## config.mk

```make
export PLATFORM = sky130hd
export DESIGN_NAME = candlestick_pattern_detector
export DESIGN_NICKNAME = d
export VERILOG_FILES = /design/src/rtl/cpd_pkg.sv /design/src/rtl/candlestick_pattern_detector.sv /design/src/rtl/cpd_eval.sv
export SDC_FILE = /design/constraint.sdc
export NUM_CORES = 2
export LEC_CHECK = 0
export ABC_AREA = 1
export BUFFER_PORTS_ARGS = -buffer_cell sky130_fd_sc_hd__buf_4
export CORE_UTILIZATION = 45
export DETAILED_ROUTE_END_ITERATION = 12
export PLACE_DENSITY_LB_ADDON = 0.25
export REMOVE_ABC_BUFFERS = 1
export SYNTH_ARGS = -nofsm -noshare
export SYNTH_HDL_FRONTEND = slang
export SYNTH_SLANG_ARGS = --single-unit
```

## constraint.sdc

```tcl
create_clock -name clk_i -period 8 [get_ports clk_i]
set_clock_uncertainty 0.1 [all_clocks]
set_input_delay 0.8 -clock clk_i [delete_from_list [all_inputs] [get_ports clk_i]]
set_output_delay 0.8 -clock clk_i [all_outputs]
set_load 0.03 [all_outputs]
```

## src/rtl/cpd_pkg.sv

```systemverilog
package cpd_pkg;

  // default price width in ticks of 0.0001
  localparam int unsigned PriceWidthDef = 32;

  // earlier candles kept per series, saturates at two
  localparam int unsigned HistWidth = 2;
  localparam logic [HistWidth-1:0] HistMax = HistWidth'(2);

  localparam int unsigned PatternWidth = 2;

  typedef enum logic [PatternWidth-1:0] {
    PAT_NONE      = 2'd0,
    PAT_HAMMER    = 2'd1,
    PAT_ENGULFING = 2'd2,
    PAT_MORNING   = 2'd3
  } pattern_e;

endpackage

```

## src/rtl/candlestick_pattern_detector.sv

```systemverilog
// Candlestick pattern detector. One candle (open, high, low, close, new-series flag)
// comes in per transaction and exactly one pattern code goes out for it, in order:
// 0 none, 1 hammer, 2 bullish engulfing, 3 morning star, tested in that priority.
// Prices are unsigned ticks of 0.0001, PriceWidth bits each; all ratio tests are
// exact integer compares. Throughput is one candle per clock with no gaps while
// m_axis_tready is high; the candle input register feeds the result register,
// with the pattern logic between them. Both registers move together under
// m_axis_tready, so a stalled result holds the candle behind it. A set start flag
// clears the history before the candle is judged, so only a hammer can fire on the
// first candle of a series; engulfing needs one earlier candle, morning star two.
module candlestick_pattern_detector #(
  parameter int unsigned PriceWidth = cpd_pkg::PriceWidthDef
) (
  input  logic                                   clk_i,
  input  logic                                   rst_ni,
  // candle input
  input  logic                                   s_axis_tvalid,
  output logic                                   s_axis_tready,
  // open_price, high_price, low_price, close_price (lowest bits first), zero pad
  input  logic [((4*PriceWidth+7)/8)*8-1:0]      s_axis_tdata,
  // start_series
  input  logic                                   s_axis_tuser,
  // pattern output
  output logic                                   m_axis_tvalid,
  input  logic                                   m_axis_tready,
  // pattern in [1:0], zero pad
  output logic [7:0]                             m_axis_tdata
);
  import cpd_pkg::*;

  localparam int unsigned W = PriceWidth;

  // candle input register
  logic         cand_valid_q, cand_valid_d;
  logic [W-1:0] open_q, high_q, low_q, close_q;
  logic         start_q;

  // series history
  logic [W-1:0]         prev_open_q, prev_close_q, older_open_q, older_close_q;
  logic [HistWidth-1:0] hist_q, hist_eff, hist_next;

  // result register
  logic     res_valid_q, res_valid_d;
  pattern_e pattern_q, pattern_d;

  logic s_xfer, advance;

  // candle moves to the result register when that slot is free or being drained
  assign advance       = cand_valid_q && (!res_valid_q || m_axis_tready);
  assign s_axis_tready = !cand_valid_q || advance;
  assign s_xfer        = s_axis_tvalid && s_axis_tready;

  // new series drops history before the candle is judged
  assign hist_eff  = start_q ? '0 : hist_q;
  assign hist_next = (hist_eff < HistMax) ? (hist_eff + HistWidth'(1)) : HistMax;

  cpd_eval #(
    .PriceWidth(W)
  ) u_eval (
    .open_i       (open_q),
    .high_i       (high_q),
    .low_i        (low_q),
    .close_i      (close_q),
    .prev_open_i  (prev_open_q),
    .prev_close_i (prev_close_q),
    .older_open_i (older_open_q),
    .older_close_i(older_close_q),
    .hist_i       (hist_eff),
    .pattern_o    (pattern_d)
  );

  always_comb begin
    cand_valid_d = s_xfer ? 1'b1 : (advance ? 1'b0 : cand_valid_q);
    res_valid_d  = advance ? 1'b1 : ((res_valid_q && m_axis_tready) ? 1'b0 : res_valid_q);
  end

  // control state
  always_ff @(posedge clk_i or negedge rst_ni) begin
    if (!rst_ni) begin
      cand_valid_q  <= 1'b0;
      res_valid_q   <= 1'b0;
      hist_q        <= '0;
      prev_open_q   <= '0;
      prev_close_q  <= '0;
      older_open_q  <= '0;
      older_close_q <= '0;
    end else begin
      cand_valid_q <= cand_valid_d;
      res_valid_q  <= res_valid_d;
      if (advance) begin
        // shift the judged candle into history
        hist_q        <= hist_next;
        older_open_q  <= prev_open_q;
        older_close_q <= prev_close_q;
        prev_open_q   <= open_q;
        prev_close_q  <= close_q;
      end
    end
  end

  // payload registers
  always_ff @(posedge clk_i) begin
    if (s_xfer) begin
      open_q  <= s_axis_tdata[W-1:0];
      high_q  <= s_axis_tdata[2*W-1:W];
      low_q   <= s_axis_tdata[3*W-1:2*W];
      close_q <= s_axis_tdata[4*W-1:3*W];
      start_q <= s_axis_tuser;
    end
    if (advance) begin
      pattern_q <= pattern_d;
    end
  end

  assign m_axis_tvalid = res_valid_q;
  assign m_axis_tdata  = {{(8-PatternWidth){1'b0}}, pattern_q};

endmodule

```

## src/rtl/cpd_eval.sv

```systemverilog
module cpd_eval #(
  parameter int unsigned PriceWidth = cpd_pkg::PriceWidthDef
) (
  input  logic [PriceWidth-1:0]          open_i,
  input  logic [PriceWidth-1:0]          high_i,
  input  logic [PriceWidth-1:0]          low_i,
  input  logic [PriceWidth-1:0]          close_i,
  input  logic [PriceWidth-1:0]          prev_open_i,
  input  logic [PriceWidth-1:0]          prev_close_i,
  input  logic [PriceWidth-1:0]          older_open_i,
  input  logic [PriceWidth-1:0]          older_close_i,
  input  logic [cpd_pkg::HistWidth-1:0]  hist_i,
  output cpd_pkg::pattern_e              pattern_o
);
  import cpd_pkg::*;

  localparam int unsigned W = PriceWidth;

  // |a - b|
  function automatic logic [W-1:0] abs_diff(input logic [W-1:0] a, input logic [W-1:0] b);
    abs_diff = (a >= b) ? (a - b) : (b - a);
  endfunction

  // 5*small <= 2*big, exact
  function automatic logic two_fifths(input logic [W-1:0] small_v, input logic [W-1:0] big_v);
    logic [W+2:0] lhs;
    logic [W+2:0] rhs;
    lhs = {1'b0, small_v, 2'b00} + {3'b000, small_v};
    rhs = {2'b00, big_v, 1'b0};
    two_fifths = (lhs <= rhs);
  endfunction

  logic [W-1:0] body_raw, body, top, bot, range_v;
  logic [W-1:0] older_body_raw, older_body, prev_body;
  logic         lower_ok, upper_ok, hammer_hit, is_engulf, is_morning;
  logic [W:0]   close_x2, older_sum;

  always_comb begin
    body_raw = abs_diff(close_i, open_i);
    body     = (body_raw == '0) ? W'(1) : body_raw;
    top      = (open_i > close_i) ? open_i : close_i;
    bot      = (open_i < close_i) ? open_i : close_i;
    range_v  = (high_i > low_i) ? (high_i - low_i) : W'(1);

    // negative lower shadow fails, negative upper shadow passes
    lower_ok = (bot >= low_i) && ({1'b0, bot - low_i} >= {body, 1'b0});
    upper_ok = (high_i <= top) || ((high_i - top) <= body);
    hammer_hit = lower_ok && upper_ok && two_fifths(body, range_v);

    is_engulf = (prev_close_i < prev_open_i) && (close_i > open_i) &&
                (open_i <= prev_close_i) && (close_i >= prev_open_i);

    older_body_raw = abs_diff(older_close_i, older_open_i);
    older_body     = (older_body_raw == '0) ? W'(1) : older_body_raw;
    prev_body      = abs_diff(prev_close_i, prev_open_i);
    close_x2       = {close_i, 1'b0};
    older_sum      = {1'b0, older_open_i} + {1'b0, older_close_i};
    is_morning = (older_close_i < older_open_i) && two_fifths(prev_body, older_body) &&
                 (close_i > open_i) && (close_x2 >= older_sum);

    if (hammer_hit) begin
      pattern_o = PAT_HAMMER;
    end else if ((hist_i >= HistWidth'(1)) && is_engulf) begin
      pattern_o = PAT_ENGULFING;
    end else if ((hist_i >= HistMax) && is_morning) begin
      pattern_o = PAT_MORNING;
    end else begin
      pattern_o = PAT_NONE;
    end
  end

endmodule
```

==> metrics.txt <==
DIE HEIGHT roughly 290 um; most instantiated cells after synthesis nand2_1 (1470), inv_1 (867), ha_1 (601), a21oi_1 (496), o21ai_0 (412); full die area 83660 um^2; Synth cell types 65; reg2reg end pattern_q[0]; Longest Clk Path Bufs 3; Top FF cell, synth dfrtp_1; CTS clock-pin slew for the worst setup and hold paths roughly 70 ps; Hold-fix buffers, CTS 0; vias between 30000 and 40000; Yosys Warn Count 0; Syn Std Cell Area 37130 um^2; H-tree depth 2; die width about 290 um; RSZ-0062 raised after global routing yes; drt wl/cell roughly 21 um; Synth Instances ~5600; Core ar. approximately 81000 um^2; Avg Inst Size Synth 6.643 um^2; number of global-route vias before repair around 38000; I/O Buffers between 100 and 150; Synth Register Bits 263; crit path max fanout 15; Synth area leaders ha_1 (20%), nand2_1 (15%), edfxtp_1 (11%); outcome finished, final reports clean; antenna diode count 0; flop2flop setup slack 120 ps; Slew HR between 10% and 20%; Final Hold Fails 0; row count about 100; overall routing resource usage a little over a third; Pins Over Slew Limit 0; initial antenna violation count 1; share of post-route cells with drive strength above 1 under 10%; CP max stage delay about 830 ps; Critical Path RT between 8000 and 9000 ps; GP Congestion approximately 1.1; Area growth syn-to-layout 13.77%; Starting Density a little under half; Hold Crit Class input pin to async pin; CP Capture Type register; first-pass GRT wire length between 200 and 250 mm; Critical R2R Launch close_q[27]; largest net degree at the start of global routing about 110; CTS root buffer clkbuf_16; Slew @ Worst Pin roughly 1300 ps; Setup TNS 0 ps; R2R cell count 38; CP max stage cell o21ai_0; share of the synthesized area in the top cell type 20.25%; number of enable flip-flop cells after synthesis between 100 and 150; DRT iter0 DRCs between 2000 and 3000; router iterations before antenna repair 6; Hold WS between 150 and 200 ps; Residual DRC 0; I/O pin count roughly 140; Max Clock Freq 126.9 MHz; worst skew pair latency roughly 570 ps; max-cap violations 0; TritonCTS Buffers 34; clk sinks roughly 260; most frequent cell after synthesis nand2_1; hpwl dp 126.8 mm; Final min period 7879 ps; NumNets Final about 6700; final wirelength between 100 and 150 mm; Detail Route Antenna Nets 0; Setup Crit Path Kind register to register; Final setup viols 0; critical path launch point type register; sequential share of the synthesized area 19.49%; area leader, netlist ha_1; Via density around 5.4; CTS tree built; final worst-path cycle share 98.49%; cell mode on critical path buf_4; Async S/R FF share, synth 50.19%; total gr overflow 0; CP arrival around 8100 ps
## worst max-delay path: cells and delay by family (launching register included)
kind / cells / cell delay (ps)
buffers and inverters: 10 / 1300
AND/OR/NAND/NOR: 13 / 1760
AO/OA/AOI/OAI: 11 / 2780
flip-flops: 1 / 500
XOR/XNOR: 1 / 230
adder cells (fa/ha/maj): 3 / 940
## metal layers
metal  vias to the layer above  global-route usage (%)  wire length (um)
met4                         0                   22.63             11190
met1                     17640                   39.39             59100
met5                         -                       0                 0
li1                      19059                       -                 -
met3                       364                   3.953              6627
met2                      1101                   61.41             71290
## final cells by class
| class | instances | area, um^2 |
|---|---|---|
| repair buffers | 408 | 3104 |
| flip-flops and latches | 263 | 7237 |
| inverters | 887 | 3336 |
| clock inverters | 14 | 176.4 |
| multi-input cells | 4337 | 26080 |
| clock buffers | 47 | 982.2 |
| fillers | 8493 | 38820 |
| well taps | 1060 | 1326 |
## cells in the final DEF, fill, tap and decap left out, types with 35 or more instances in the layout
cell       netlist  final
nand3_1        201    201
inv_1          867    866
xnor2_1         52     52
nand4_1         73     73
o21ai_0        412    408
xor2_1         200    199
nor2_1         386    384
a21oi_1        496    493
ha_1           601    601
nand2_2         34     35
o21ai_1         33     36
dfrtp_1        132    132
buf_4           23    404
nand2_1       1470   1468
clkbuf_16        0     36
edfxtp_1       131    131
nor3_1          38     38
## per-stage QoR
stage          util [%]  cell area [um^2]  setup slack (ps)  instances
2_1_floorplan         -             36550             -1145       5485
3_3_place_gp      50.52             40960             333.9       6947
3_5_place_dp      50.52             40960             208.1       6947
4_1_cts           51.95             42120             179.5       7008
5_1_grt           52.11             42240            -12.16       7016
6_report          52.11             42240             121.2       7016
## repair_timing
| action | CTS | global route |
|---|---|---|
| buffers inserted | 0 | 6 |
| gates resized for setup | 0 | 17 |
| hold endpoints to repair | 0 | 0 |
| endpoints found under the setup margin | 0 | 2 |
## state kept, by name, indices dropped and copies added, names as in the netlist
register	count
open_q	32
older_open_q	32
low_q	32
hist_q	2
cand_valid_q	1
close_q	32
pattern_q	2
older_close_q	32
prev_open_q	32
start_q	1
high_q	32
prev_close_q	32
m_axis_tvalid	1
## logic make-up (layout without fill, tap and decap cells)
kind of cell | Yosys count | after routing | share of synthesized area, %
buf+inv | 996 | 1356 | 10.57
mux | 4 | 4 | 0.1112
simple gates | 2295 | 2297 | 25.63
compound gates | 1165 | 1165 | 17.34
xor+xnor | 252 | 252 | 5.944
fa+ha+maj | 613 | 613 | 20.90
flops | 263 | 263 | 19.49
other cells | 1 | 6 | 0.01010
## worst max path at each step
| stage | start | endpoint | depth (start not counted) |
|---|---|---|---|
| 4_1_cts | close_q[27] | pattern_q[1] | 43 |
| 2_1_floorplan | close_q[25] | pattern_q[1] | 32 |
| 3_5_place_dp | close_q[27] | pattern_q[1] | 42 |
| 3_3_place_gp | close_q[27] | pattern_q[0] | 35 |
| 5_1_grt | close_q[0] | pattern_q[1] | 45 |
| 6_report | close_q[27] | pattern_q[0] | 38 |
Power is left out: the tool's default activity adds up to more than one toggle a clock period on the data nets, which glitch-free logic cannot reach.
